`src/rtl/cvt_pkg.sv`:
```
// Shared types and constants for the counted value table.
package cvt_pkg;

  localparam int TABLE_DEPTH = 16;
  localparam int COUNT_WIDTH = 16;
  localparam int ADDR_W      = (TABLE_DEPTH > 1) ? $clog2(TABLE_DEPTH) : 1;
  localparam int TOTAL_W     = $clog2(TABLE_DEPTH + 1);
  localparam int VALUE_W     = 32;
  localparam int OCC_W       = 16;
  localparam int ENTRIES_W   = 5;

  localparam logic [COUNT_WIDTH-1:0] COUNT_MAX = {COUNT_WIDTH{1'b1}};
  localparam logic [COUNT_WIDTH-1:0] COUNT_ONE = COUNT_WIDTH'(1);
  localparam logic [TOTAL_W-1:0]     TOTAL_FULL = TOTAL_W'(TABLE_DEPTH);

  localparam logic FUNC_INSERT = 1'b0;
  localparam logic FUNC_LOOKUP = 1'b1;

  typedef struct packed {
    logic                      func;
    logic signed [VALUE_W-1:0] value;
  } cvt_in_t;

  typedef struct packed {
    logic                 found;
    logic [OCC_W-1:0]     occurrences;
    logic [ENTRIES_W-1:0] entries;
    logic                 dropped;
  } cvt_out_t;

  typedef struct packed {
    logic signed [VALUE_W-1:0] value;
    logic [COUNT_WIDTH-1:0]    count;
  } cvt_entry_t;

  typedef struct packed {
    logic              en;
    logic [ADDR_W-1:0] addr;
    cvt_entry_t        entry;
  } cvt_wr_t;

  typedef enum logic [1:0] {
    ST_IDLE,
    ST_SEARCH,
    ST_UPDATE,
    ST_EMIT
  } cvt_state_t;

endpackage

```
`src/rtl/cvt_store.sv`:
```
// Entry storage: one write port and one registered read port.
module cvt_store import cvt_pkg::*; (
  input  logic              clk,
  input  cvt_wr_t           wr,
  input  logic [ADDR_W-1:0] rd_addr,
  output cvt_entry_t        rd_data
);

  cvt_entry_t mem [TABLE_DEPTH];
  cvt_entry_t rd_data_r;

  always_ff @(posedge clk) begin
    if (wr.en) begin
      mem[wr.addr] <= wr.entry;
    end
  end

  always_ff @(posedge clk) begin
    rd_data_r <= mem[rd_addr];
  end

  assign rd_data = rd_data_r;

endmodule

```
`src/rtl/cvt_seq.sv`:
```
// Sequencer that walks the stored entries with one comparator and updates the hit.
module cvt_seq import cvt_pkg::*; (
  input  logic              clk,
  input  logic              rst_n,
  input  logic              start,
  input  cvt_in_t           item,
  input  logic              emit_ok,
  input  cvt_entry_t        rd_data,
  output logic [ADDR_W-1:0] rd_addr,
  output cvt_wr_t           wr,
  output logic              busy,
  output logic              emit,
  output cvt_out_t          result
);

  cvt_state_t             state_r, state_nxt;
  logic [TOTAL_W-1:0]     idx_r, idx_nxt;
  logic [TOTAL_W-1:0]     total_r, total_nxt;
  cvt_in_t                item_r, item_nxt;
  logic                   hit_r, hit_nxt;
  logic [ADDR_W-1:0]      hit_idx_r, hit_idx_nxt;
  logic [COUNT_WIDTH-1:0] hit_cnt_r, hit_cnt_nxt;
  cvt_out_t               res_r, res_nxt;
  logic                   at_end;
  logic                   match;
  logic [COUNT_WIDTH-1:0] bumped;

  assign at_end = (idx_r == total_r);
  assign match  = (rd_data.value == item_r.value);
  assign bumped = (hit_cnt_r == COUNT_MAX) ? hit_cnt_r : hit_cnt_r + COUNT_ONE;

  always_comb begin
    state_nxt = state_r;
    unique case (state_r)
      ST_IDLE: begin
        if (start) state_nxt = ST_SEARCH;
      end
      ST_SEARCH: begin
        if (at_end || match) state_nxt = ST_UPDATE;
      end
      ST_UPDATE: state_nxt = ST_EMIT;
      ST_EMIT: begin
        if (emit_ok) state_nxt = ST_IDLE;
      end
      default: state_nxt = ST_IDLE;
    endcase
  end

  always_comb begin
    idx_nxt     = idx_r;
    total_nxt   = total_r;
    item_nxt    = item_r;
    hit_nxt     = hit_r;
    hit_idx_nxt = hit_idx_r;
    hit_cnt_nxt = hit_cnt_r;
    res_nxt     = res_r;
    wr          = '0;
    busy        = 1'b1;
    emit        = 1'b0;
    unique case (state_r)
      ST_IDLE: begin
        busy    = 1'b0;
        idx_nxt = '0;
        if (start) begin
          item_nxt = item;
          hit_nxt  = 1'b0;
        end
      end
      ST_SEARCH: begin
        if (at_end) begin
          hit_nxt = 1'b0;
        end else if (match) begin
          hit_nxt     = 1'b1;
          hit_idx_nxt = idx_r[ADDR_W-1:0];
          hit_cnt_nxt = rd_data.count;
        end else begin
          idx_nxt = idx_r + TOTAL_W'(1);
        end
      end
      ST_UPDATE: begin
        idx_nxt         = '0;
        res_nxt.found   = hit_r;
        res_nxt.dropped = 1'b0;
        res_nxt.occurrences = '0;
        if (item_r.func == FUNC_INSERT) begin
          if (hit_r) begin
            wr.en          = 1'b1;
            wr.addr        = hit_idx_r;
            wr.entry.value = item_r.value;
            wr.entry.count = bumped;
            res_nxt.occurrences = OCC_W'(bumped);
          end else if (total_r != TOTAL_FULL) begin
            wr.en          = 1'b1;
            wr.addr        = total_r[ADDR_W-1:0];
            wr.entry.value = item_r.value;
            wr.entry.count = COUNT_ONE;
            res_nxt.occurrences = OCC_W'(COUNT_ONE);
            total_nxt      = total_r + TOTAL_W'(1);
          end else begin
            res_nxt.dropped = 1'b1;
          end
        end else if (hit_r) begin
          res_nxt.occurrences = OCC_W'(hit_cnt_r);
        end
        res_nxt.entries = ENTRIES_W'(total_nxt);
      end
      ST_EMIT: begin
        idx_nxt = '0;
        emit    = emit_ok;
      end
      default: begin
        idx_nxt = '0;
      end
    endcase
  end

  assign rd_addr = idx_nxt[ADDR_W-1:0];
  assign result  = res_r;

  always_ff @(posedge clk) begin
    if (!rst_n) begin
      state_r <= ST_IDLE;
      idx_r   <= '0;
      total_r <= '0;
      hit_r   <= 1'b0;
    end else begin
      state_r <= state_nxt;
      idx_r   <= idx_nxt;
      total_r <= total_nxt;
      hit_r   <= hit_nxt;
    end
  end

  always_ff @(posedge clk) begin
    item_r    <= item_nxt;
    hit_idx_r <= hit_idx_nxt;
    hit_cnt_r <= hit_cnt_nxt;
    res_r     <= res_nxt;
  end

endmodule

```
`src/rtl/counted_value_table.sv`:
```
// Top level of the counted value table.
//
// Each input item either inserts a signed 32-bit value or looks it up. An
// insert bumps the saturating count of a stored match, or appends the value
// with count 1; when all entries are used, a new value is dropped and flagged.
// A lookup changes nothing. Every item yields exactly one result item that
// carries found, the count after the item, the number of entries and dropped.
// Both channels use valid and stall; an item moves when valid is high and
// stall is low. The block takes one item at a time: in_stall is high while an
// item is being worked on. The single read port and comparator visit one entry
// per cycle, so the search visits the entries in order up to the match, or
// every stored entry on a miss. The sequencer then passes through its update
// state, which writes the entry and forms the result, and its emit state,
// which loads the output register, before it returns to idle. The
// next item may be accepted while the previous result still waits in the
// output register. When out_stall holds the result, a finished item waits in
// the sequencer until the output register frees.
// Reset empties the table; stored values need no clearing.
module counted_value_table import cvt_pkg::*; (
  input  logic     clk,
  input  logic     rst_n,
  input  logic     in_valid,
  output logic     in_stall,
  input  cvt_in_t  in_data,
  output logic     out_valid,
  input  logic     out_stall,
  output cvt_out_t out_data
);

  logic              busy;
  logic              start;
  logic              emit;
  logic              emit_ok;
  logic [ADDR_W-1:0] rd_addr;
  cvt_entry_t        rd_data;
  cvt_wr_t           wr;
  cvt_out_t          result;
  logic              out_valid_r, out_valid_nxt;
  cvt_out_t          out_data_r;

  assign in_stall = busy;
  assign start    = in_valid && !busy;
  assign emit_ok  = !out_valid_r || !out_stall;

  cvt_seq u_seq (
    .clk     (clk),
    .rst_n   (rst_n),
    .start   (start),
    .item    (in_data),
    .emit_ok (emit_ok),
    .rd_data (rd_data),
    .rd_addr (rd_addr),
    .wr      (wr),
    .busy    (busy),
    .emit    (emit),
    .result  (result)
  );

  cvt_store u_store (
    .clk     (clk),
    .wr      (wr),
    .rd_addr (rd_addr),
    .rd_data (rd_data)
  );

  always_comb begin
    out_valid_nxt = out_valid_r;
    if (emit) begin
      out_valid_nxt = 1'b1;
    end else if (!out_stall) begin
      out_valid_nxt = 1'b0;
    end
  end

  always_ff @(posedge clk) begin
    if (!rst_n) begin
      out_valid_r <= 1'b0;
    end else begin
      out_valid_r <= out_valid_nxt;
    end
  end

  always_ff @(posedge clk) begin
    if (emit) begin
      out_data_r <= result;
    end
  end

  assign out_valid = out_valid_r;
  assign out_data  = out_data_r;

  a_emit_room: assert property (@(posedge clk) disable iff (!rst_n)
    emit |-> !(out_valid_r && out_stall))
    else $error("result loaded over a held result");

  a_found_count: assert property (@(posedge clk) disable iff (!rst_n)
    out_valid |-> (!out_data.found || out_data.occurrences != '0))
    else $error("found entry reports zero count");

  a_drop_clean: assert property (@(posedge clk) disable iff (!rst_n)
    (out_valid && out_data.dropped) |->
      (!out_data.found && out_data.occurrences == '0 &&
       out_data.entries == ENTRIES_W'(TABLE_DEPTH)))
    else $error("dropped item with inconsistent fields");

  a_no_overlap: assert property (@(posedge clk) disable iff (!rst_n)
    start |=> busy)
    else $error("sequencer did not take accepted item");

endmodule

```
`config.mk`:
```
export PLATFORM = sky130hd
export DESIGN_NAME = counted_value_table
export DESIGN_NICKNAME = d
export VERILOG_FILES = /design/src/rtl/cvt_pkg.sv /design/src/rtl/cvt_store.sv /design/src/rtl/cvt_seq.sv /design/src/rtl/counted_value_table.sv
export SDC_FILE = /design/constraint.sdc
export NUM_CORES = 1
export LEC_CHECK = 0
export BUFFER_PORTS_ARGS = -buffer_cell sky130_fd_sc_hd__buf_2
export CAP_MARGIN = 0
export CORE_MARGIN = 5
export CORE_UTILIZATION = 57
export DETAILED_ROUTE_END_ITERATION = 16
export GPL_ROUTABILITY_DRIVEN = 0
export PLACE_DENSITY = 0.73
export SLEW_MARGIN = 10
export SYNTH_ARGS = -nofsm -noshare
export SYNTH_HDL_FRONTEND = slang
export SYNTH_SLANG_ARGS = --single-unit
```
`constraint.sdc`:
```
create_clock -name clk -period 5.05 [get_ports clk]
set_clock_uncertainty 0.15 [all_clocks]
set_input_delay 1.2625 -clock clk [delete_from_list [all_inputs] [get_ports clk]]
set_output_delay 1.2625 -clock clk [all_outputs]
set_load 0.02 [all_outputs]
```
Yosys cells after proc, flatten, opt, wreduce, memory -nomap -nowiden --
Memory sizes are Yosys's and may differ from the RTL's. A register that Yosys moved wholly into a read port is not among the register bits. Cells that the tools add are included.
Cells by class: bitwise operators 1, mux-type cells 30, $add $sub $neg 3, eq/ne operators 14, reduce and logical (&&, ||, !) cells 14
Operators by type and width (number):
- 53-bit two-way mux | 4
- 16-bit two-way mux | 4
- 32-bit == test | 1
- 5-bit two-way mux | 5
- 16-bit by 1-bit adder with 16-bit output, second input constant | 1
- 16-bit == test, second input constant | 1
- 1-bit two-way mux | 11
- 5-bit by 1-bit adder with 5-bit output, second input constant | 2
- 5-bit one-hot mux with 2 select lines | 1
- 3-bit AND reduction | 3
- 2-bit one-hot mux with 4 select lines | 1
- 2-bit two-way mux | 3
- 2-bit by 1-bit != test with 1-bit output, second input constant | 3
- 2-bit != test, second input constant | 3
- 5-bit == test | 1
- 5-bit != test, second input constant | 1
- 2-bit == test, second input constant | 2
- 2-bit AND reduction | 2
- 3-bit by 1-bit != test with 1-bit output, second input constant | 1
- 3-bit OR reduction | 1
- 2-bit by 1-bit == test with 1-bit output, second input constant | 1
- 1-bit zero test | 2
- 2-bit zero test | 1
- 1-bit logical OR | 2
- other kinds (5) | 5
Storage, ports and cells: RAM bits 768, word-level logic and storage cells 81, memories 1, register bits after elaboration 113
Memories:
- u_store.mem | depth 16, bits a word 48, rd ports 1, clocked after Yosys merged registers in 1, write ports 1, RTL line cvt_store.sv:9 | cvt_entry_t mem [TABLE_DEPTH];

Longest topological paths before layout --
Gate-level depths: netlist (run 1).
depth after elaboration 7, gate-level depth with buffers 13, gate-level depth less buffers 10

Modules after synthesis --
From an unflattened synthesis (run 1), not the netlist that was laid out.
Unflattened totals: cells, all modules 1695, area, all modules 35108.7 um^2
By module, submodules not included:
- cvt_store | cells each 1242, area an instance 29691.0 um^2, sequential area each 24023.0 um^2, instances 1
- cvt_seq | cells each 425, area an instance 4685.7 um^2, sequential area each 2542.4 um^2, instances 1
- counted_value_table | cells each 28, area an instance 732.0 um^2, sequential area each 710.7 um^2, instances 1

Worst setup path before layout (run 1) --
Ideal clock, no wire load.
kind reg2reg, from reg u_seq.state_r[0], to mem u_store.mem[7][0] (netlist name) (enable), path slack 565 ps, setup time 454 ps, data arrival time 3881 ps, cell stages (with the launch flop) 8, period minus slack after synthesis 4485 ps, data required time 4446 ps, path through dfxtp_1 inv_1 ha_1 nor2b_1 clkbuf_1 and2_1 nand2_1 nor2_1
On the way: cells in the longest elaborated chain, start to end 4
Ends and longest elaborated chain:
- start, declared | RTL line cvt_seq.sv:16 | cvt_state_t state_r, state_nxt;
- start signal, assigned | RTL line cvt_seq.sv:127 | state_r <= state_nxt;
- 2-bit == test * | RTL line cvt_seq.sv:60 | unique case (state_r)
- 53-bit two-way mux * | RTL line cvt_seq.sv:60
- 1-bit two-way mux | RTL line cvt_store.sv:13 | if (wr.en) begin
- 1-bit two-way mux (not written as such) | RTL line cvt_store.sv:14 | mem[wr.addr] <= wr.entry;
- end, declared | RTL line cvt_store.sv:9
Every way passes the cells marked *; elsewhere a longest branch is shown, timed or not.

Worst setup path in the final report (run 1) --
from reg u_seq.item_r[3] (netlist name), to reg, netlist name u_store.rd_data[7]
On the way: cells in the longest elaborated chain, start to end 4
Ends and longest elaborated chain:
- start, declared | RTL line cvt_seq.sv:19 | cvt_in_t item_r, item_nxt;
- start signal, assigned | RTL line cvt_seq.sv:135 | item_r <= item_nxt;
- 32-bit == test | RTL line cvt_seq.sv:29 | assign match = (rd_data.value == item_r.value);
- 5-bit two-way mux | RTL line cvt_seq.sv:72 | end else if (match) begin
- 5-bit two-way mux | RTL line cvt_seq.sv:70 | if (at_end) begin
- 5-bit one-hot mux with 2 select lines | RTL line cvt_seq.sv:60
Every way passes these cells. The select of a mux whose other input is x is not followed. A chain may end at the register's enable or synchronous reset.

==> results of run 1 <==
## layout make-up
class                           count  area, µm²  area share
Antenna cell                        1       2.50   0.0000616
Clock buffer                      134       2550      0.0627
Clock inverter                     31        335     0.00825
Inverter                           14       52.6     0.00129
Multi-Input combinational cell   1545       8290       0.204
Sequential cell                   929      27300       0.671
Tap cell                          846       1060      0.0261
Timing Repair Buffer              125       1060      0.0261
## registers in the layout (all words and copies together), names as in the netlist
register and flops:
u_seq.hit_r 1, out_valid 1, u_seq.item_r 33, u_store.mem 768, u_seq.idx_r 5, u_seq.state_r 2, out_data 23, u_seq.hit_cnt_r 16
u_seq.result 23, u_store.rd_data 48, u_seq.total_r 5, u_seq.hit_idx_r 4
## routing by layer
metal	global-route usage	wire length [µm]
met3	0.0387	8210
met2	0.407	41700
met4	0.0841	2480
met1	0.359	35000
met5	0	0
## cells by family (layout without fill, tap and decap cells)
| logic type | Yosys count | in the layout | synth area share |
|---|---|---|---|
| and+or+nand+nor | 1167 | 1167 | 0.139 |
| DFF | 929 | 929 | 0.756 |
| AOI/OAI and AO/OA | 254 | 254 | 0.0508 |
| buffers and inverters | 175 | 304 | 0.0208 |
| muxes | 58 | 58 | 0.0162 |
| xor gates and xnor gates | 57 | 57 | 0.0138 |
| adders and majority gates | 9 | 9 | 0.00312 |
| other | 0 | 1 | 0 |
## report_power, final
group | internal, µW | total [µW] | switching (µW)
clock network | 3840 | 6550 | 2710
registers | 8830 | 8990 | 159
logic | 811 | 2780 | 1970
## Yosys cell counts (14+ instances only)
| cell | instances |
|---|---|
| edfxtp_1 | 867 |
| nand2_1 | 666 |
| nand3_1 | 349 |
| clkbuf_1 | 86 |
| a21oi_1 | 68 |
| nor2_1 | 66 |
| dfxtp_1 | 62 |
| mux2i_1 | 55 |
| a31oi_1 | 51 |
| buf_2 | 51 |
| a221o_1 | 48 |
| a32oi_1 | 48 |
| xor2_1 | 43 |
| and2_1 | 38 |
| buf_1 | 19 |
| o21ai_0 | 18 |
| inv_1 | 14 |
| xnor2_1 | 14 |
## metrics by stage
step / power, µW / util / std cells
floorplan: 11000 / - / 2649
global placement: 11800 / 0.600 / 3459
detailed placement: 11900 / 0.600 / 3459
CTS: 18400 / 0.646 / 3624
global route: 19000 / 0.646 / 3624
finish: 18300 / 0.646 / 3625
## worst max path at each step
stage	startpoint	slack, ps	endpoint	depth (start not counted)
global route	u_seq.item_r[3]	660	u_store.rd_data[7]	10
detailed placement	u_seq.item_r[3]	900	u_store.rd_data[7]	10
CTS	u_seq.item_r[3]	900	u_store.rd_data[14]	10
global placement	u_seq.item_r[3]	960	u_store.rd_data[14]	9
floorplan	u_seq.state_r[0]	570	u_store.mem[7][0]	7
finish	u_seq.item_r[3]	940	u_store.rd_data[7]	10
## worst register-to-register path, stage by stage (launching register included)
cell	delay, ps
edfxtp_1	450
xor2_1	260
nor4_1	520
nand4_1	420
o21ai_4	560
mux2i_1	410
nand2b_4	390
buf_12	310
nand3_1	180
a32oi_1	250
nand3_1	110
==> run metrics, run 1 <==
Final setup viols=0; R2R Path Start=u_seq.item_r[3]; CP bufs+invs=1; most used cell along the critical path=nand3_1; global-route wire length before repair=131000 µm; DRT Pass-1 Iters=6; Crit Path Class=flip-flop to flip-flop; remaining antenna violation count=0; Hold Path Class=flip-flop to flip-flop; CTS Buf Count=90; Synth Register Bits=around 930; Post-DP Area=37700 µm²; WHS Endpoint=u_seq.hit_cnt_r[0]; RSZ-0062 raised after global routing=no; Row Count=92; Die Span Y=~260 µm; post-synth top area cell=edfxtp_1; Max transition margin=0.164; initial antenna violation count=0; CTS Buffer Depth=3; Max Clk Rate=244 MHz; final worst slack=943 ps; CP max FO=56; Tcrit/Tclk final=0.813; crit end category=flip-flop; CP max stage cell=o21ai_4; post-CTS setup buffers=0; Total Routing Usage GR=0.253; flop2flop setup slack=940 ps; Layout area overhead=12.6%; crit-path cells=xor2_1 -> nor4_1 -> nand4_1 -> o21ai_4 -> mux2i_1 -> nand2b_4 -> buf_12 -> nand3_1 -> a32oi_1 -> nand3_1; worst path arrival time=4470 ps; share of post-route cells with drive strength above 1=0.102; Hold-fix buffers, CTS=0; Reg-to-Reg End=u_store.rd_data[7]; clk root buf=clkbuf_16; Routed WL per cell=24.1 µm; most frequent cells in the layout=867 x edfxtp_1, 665 x nand2_1, 349 x nand3_1; pre-CTS setup slack=901 ps; WHS Path Cells=0; HPWL after DPL=approximately 44000 µm; drt drc=0; WP data required=between 5000 and 6000 ps; final slew viol count=0; post-synthesis cell count=~2600; P per Cell Area=451 nW/µm²; Top FF cell, synth=edfxtp_1; post-layout min period=4110 ps; Max Cap Viol=0; Synth Cell Area=approximately 36000 µm²; die area=about 70000 µm²; largest net degree at the start of global routing=111; synth top area cells=edfxtp_1 72%, nand2_1 6.9%, nand3_1 4.8%, dfxtp_1 3.4%, mux2i_1 1.5%; post-synthesis sequential area ratio=0.756; Core ar.=62900 µm²; Post-synth EDFFs=867; Setup TNS Final=0 ps; fin area=~40000 µm²; via count=22378; vias per inst=6.17; Chip Width=262 µm; Leak Pwr=0.0143 µW; VDD IR max=between 0.0004 and 0.0005 V; Mapped Nets=2695; hold path start=u_store.rd_data[0]; final WL=87300 µm; Async S/R FF share, synth=0; TritonCTS sink count=929; worst stage delay on the critical path=550 ps; Initial DRC Count=2960; GRT overflow=0; Final Hold Vio Count=0; Post-CTS Resized=0; initial core utilization=0.574; Fill cells=4402; r2r worst-path depth=10; number of global-route vias before repair=21530; status=complete, no violations; Yosys top cell area share=0.722; CTS tree=done; commonest non-fill, non-tap cell in the layout=edfxtp_1; Clk pin slew, worst setup/hold paths=60 ps; Worst Tran Pin Value=1250 ps; Port Buffers=61; Distinct cells, synth=48; CP top delay family=simple AND/OR/NAND/NOR gates; Yosys Warn Count=0; H-tree depth=3; IO Count=62; Clock Latency Late Sink=640 ps; Syn Area/Cell=13.6 µm²; Worst setup SP type=flip-flop; Worst Hold Margin=264 ps; # nets final=2751
Note: power is estimated with default switching activity, not from simulation.
==> inputs of run 2 (changes only) <==
--- a/config.mk
+++ b/config.mk
@@ -8,10 +8,10 @@
 export BUFFER_PORTS_ARGS = -buffer_cell sky130_fd_sc_hd__buf_2
 export CAP_MARGIN = 0
 export CORE_MARGIN = 5
-export CORE_UTILIZATION = 57
+export CORE_UTILIZATION = 56
 export DETAILED_ROUTE_END_ITERATION = 16
 export GPL_ROUTABILITY_DRIVEN = 0
-export PLACE_DENSITY = 0.73
+export PLACE_DENSITY = 0.75
 export SLEW_MARGIN = 10
 export SYNTH_ARGS = -nofsm -noshare
 export SYNTH_HDL_FRONTEND = slang
==> constraint.sdc (replaced) <==
create_clock -name clk -period 3.3 [get_ports clk]
set_clock_uncertainty 0.15 [all_clocks]
set_input_delay 0.825 -clock clk [delete_from_list [all_inputs] [get_ports clk]]
set_output_delay 0.825 -clock clk [all_outputs]
set_load 0.02 [all_outputs]
==> run metrics, run 2 (same netlist as run 1, synthesis figures left out) <==
GRT overflow=0 (unchanged); H-tree depth=3 (unchanged); clock share of power=0.336 (was 0.358); Max Clk Rate=297 MHz (was 244 MHz); Final Hold Vio Count=0 (unchanged); largest net degree at the start of global routing=50 (was 111); Leak Pwr=0.0158 µW (was 0.0143 µW); Row Count=93 (was 92); worst path arrival time=3750 ps (was 4470 ps); CP endpoint=u_store.rd_data[39] (was u_store.rd_data[7]); WHS Path Cells=1 (was 0); Die Span Y=264 µm (was 262 µm); ANT cells=0 (was 1); initial antenna violation count=1 (was 0); r2r worst-path depth=14 (was 10); Layout area overhead=21.0% (was 12.6%); VDD IR max=0.000531 V (was 0.000471 V); pre-CTS setup slack=-372 ps (was 901 ps); vias per inst=6.25 (was 6.17); Max Cap Viol=0 (unchanged); via count=23957 (was 22378); flop2flop setup slack=-70 ps (was 940 ps); R2R Path Start=u_seq.item_r[26] (was u_seq.item_r[3]); failing checks=setup timing; most frequent cells in the layout=867 x edfxtp_1, 639 x nand2_1, 321 x nand3_1 (was 867 x edfxtp_1, 665 x nand2_1, 349 x nand3_1); Clk pin slew, worst setup/hold paths=60 ps (about the same); initial core utilization=0.563 (was 0.574); Worst Tran Pin Value=974 ps (was 1250 ps); CTS Buf Count=90 (unchanged); final worst slack=-68.0 ps (was 943 ps); share of post-route cells with drive strength above 1=0.194 (was 0.102); Crit Path Class=flip-flop to flip-flop (unchanged); Port Buffers=61 (unchanged); TritonCTS sink count=929 (unchanged); Routed WL per cell=25.1 µm (was 24.1 µm); # nets final=2947 (was 2751); CP max FO=7 (was 56); Worst setup SP type=flip-flop (unchanged); post-layout min period=3370 ps (was 4110 ps); Chip Width=264 µm (was 262 µm); die area=69600 µm² (was 68400 µm²); WP data required=3680 ps (was 5410 ps); number of global-route vias before repair=22869 (was 21530); Final setup viols=32 (was 0); CTS Buffer Depth=3 (unchanged); IO Count=62 (unchanged); P per Cell Area=697 nW/µm² (was 451 nW/µm²); Clock Latency Late Sink=660 ps (was 640 ps); Cells after DPL=3610 (was 3459); final core utilization=0.681 (was 0.646); Initial DRC Count=3386 (was 2960); drt drc=0 (unchanged); Total Routing Usage GR=0.260 (was 0.253); max FFs per register=768 (unchanged); Sequential Power Share=0.452 (was 0.491); Max transition margin=0.348 (was 0.164); Core ar.=64100 µm² (was 62900 µm²); remaining antenna violation count=0 (unchanged); RSZ-0062 raised after global routing=yes (was no); crit path launch=u_seq.item_r[26] (was u_seq.item_r[3]); Psw=8310 µW (was 4840 µW); Non-Filler Instances=3834 (was 3625); crit end category=flip-flop (unchanged); HPWL after DPL=53200 µm (was 44100 µm); Hold Path Class=input port to flip-flop (was flip-flop to flip-flop); global-route wire length before repair=138000 µm (was 131000 µm); Comb power frac=0.211 (was 0.152); Setup TNS Final=-920 ps (was 0 ps); final WL=96300 µm (was 87300 µm); final slew viol count=0 (unchanged); Reg with most FFs=u_store.mem (unchanged); clk root buf=clkbuf_16 (unchanged); Reg-to-Reg End=u_store.rd_data[39] (was u_store.rd_data[7]); Tcrit/Tclk final=1.02 (was 0.813); Switching Fraction=0.273 (was 0.264); cell-internal power=22100 µW (was 13500 µW); status=complete, but fails checks (was complete, no violations); DRT Pass-1 Iters=6 (unchanged); CTS tree=done (unchanged); commonest non-fill, non-tap cell in the layout=edfxtp_1 (unchanged)
[run 2: changes by cell type in the layout (fill, tap and decap cells not counted), moves of 9 or more]
cell,delta
nand3_1,-28
buf_12,+61
clkinv_2,+11
buf_4,+101
nand2_2,+25
clkbuf_16,+9
nand2_1,-26
buf_6,+17
mux2i_1,-9
nand3_2,+28
[run 2: final cells by class]
type | count | area [µm²]
Clock buffer | 123 | 2490
Timing Repair Buffer | 318 | 3550
Fill cell | 4029 | 20500
Tap cell | 855 | 1070
Inverter | 14 | 52.6
Clock inverter | 47 | 452
Multi-Input combinational cell | 1548 | 8760
Sequential cell | 929 | 27300
[run 2: layer usage]
metal | track usage | wire (µm)
met5 | 0 | 0
met4 | 0.0990 | 3340
met2 | 0.415 | 46300
met1 | 0.359 | 36000
met3 | 0.0529 | 10700
[run 2: through the flow]
| step | total power (µW) | hold WS, ps | instance area (µm²) |
|---|---|---|---|
| floorplan | 16800 | 236 | 36100 |
| global placement | 19200 | 240 | 39500 |
| detailed placement | 19300 | 245 | 39500 |
| CTS | 29500 | 174 | 42600 |
| global route | 31400 | 178 | 43600 |
| finish | 30400 | 200 | 43600 |
[run 2: worst min path at each step]
stage / endpoint / slack [ps] / startpoint
2_1_floorplan: u_seq.hit_cnt_r[0] / 240 / u_store.rd_data[0]
3_3_place_gp: u_seq.hit_cnt_r[12] / 240 / u_store.rd_data[12]
3_5_place_dp: u_seq.hit_cnt_r[12] / 240 / u_store.rd_data[12]
4_1_cts: u_seq.item_r[15] / 170 / in_data[15]
5_1_grt: u_seq.item_r[15] / 180 / in_data[15]
6_report: u_seq.item_r[27] / 200 / in_data[27]
[run 2: worst max-delay path, stage by stage, from the launching register on]
cell and delay, ps:
edfxtp_1 560, xor2_2 240, nor4_2 250, buf_4 180, nand4_1 210, o21ai_4 240
buf_8 180, buf_6 120, mux2_4 400, buf_12 180, buf_8 130, nand2_2 60
nand3_2 60, a32oi_1 170, nand3_1 100
[run 2: timing repair]
action	CTS	global route
setup endpoints to repair	49	96
hold buffers	0	0
gates cloned	1	10
gates resized for setup	5	120
buffers inserted	6	37
hold endpoints to repair	0	0
pin swaps	5	55
[run 2: power by group through the flow]
stage	logic, µW	clock network [µW]	registers [µW]
final	6430	10200	13800
after global routing	6800	10800	13800
after CTS	5470	10300	13700
after detailed placement	5360	0	14000
after global placement	5200	0	14000
after floorplan	2870	0	13900
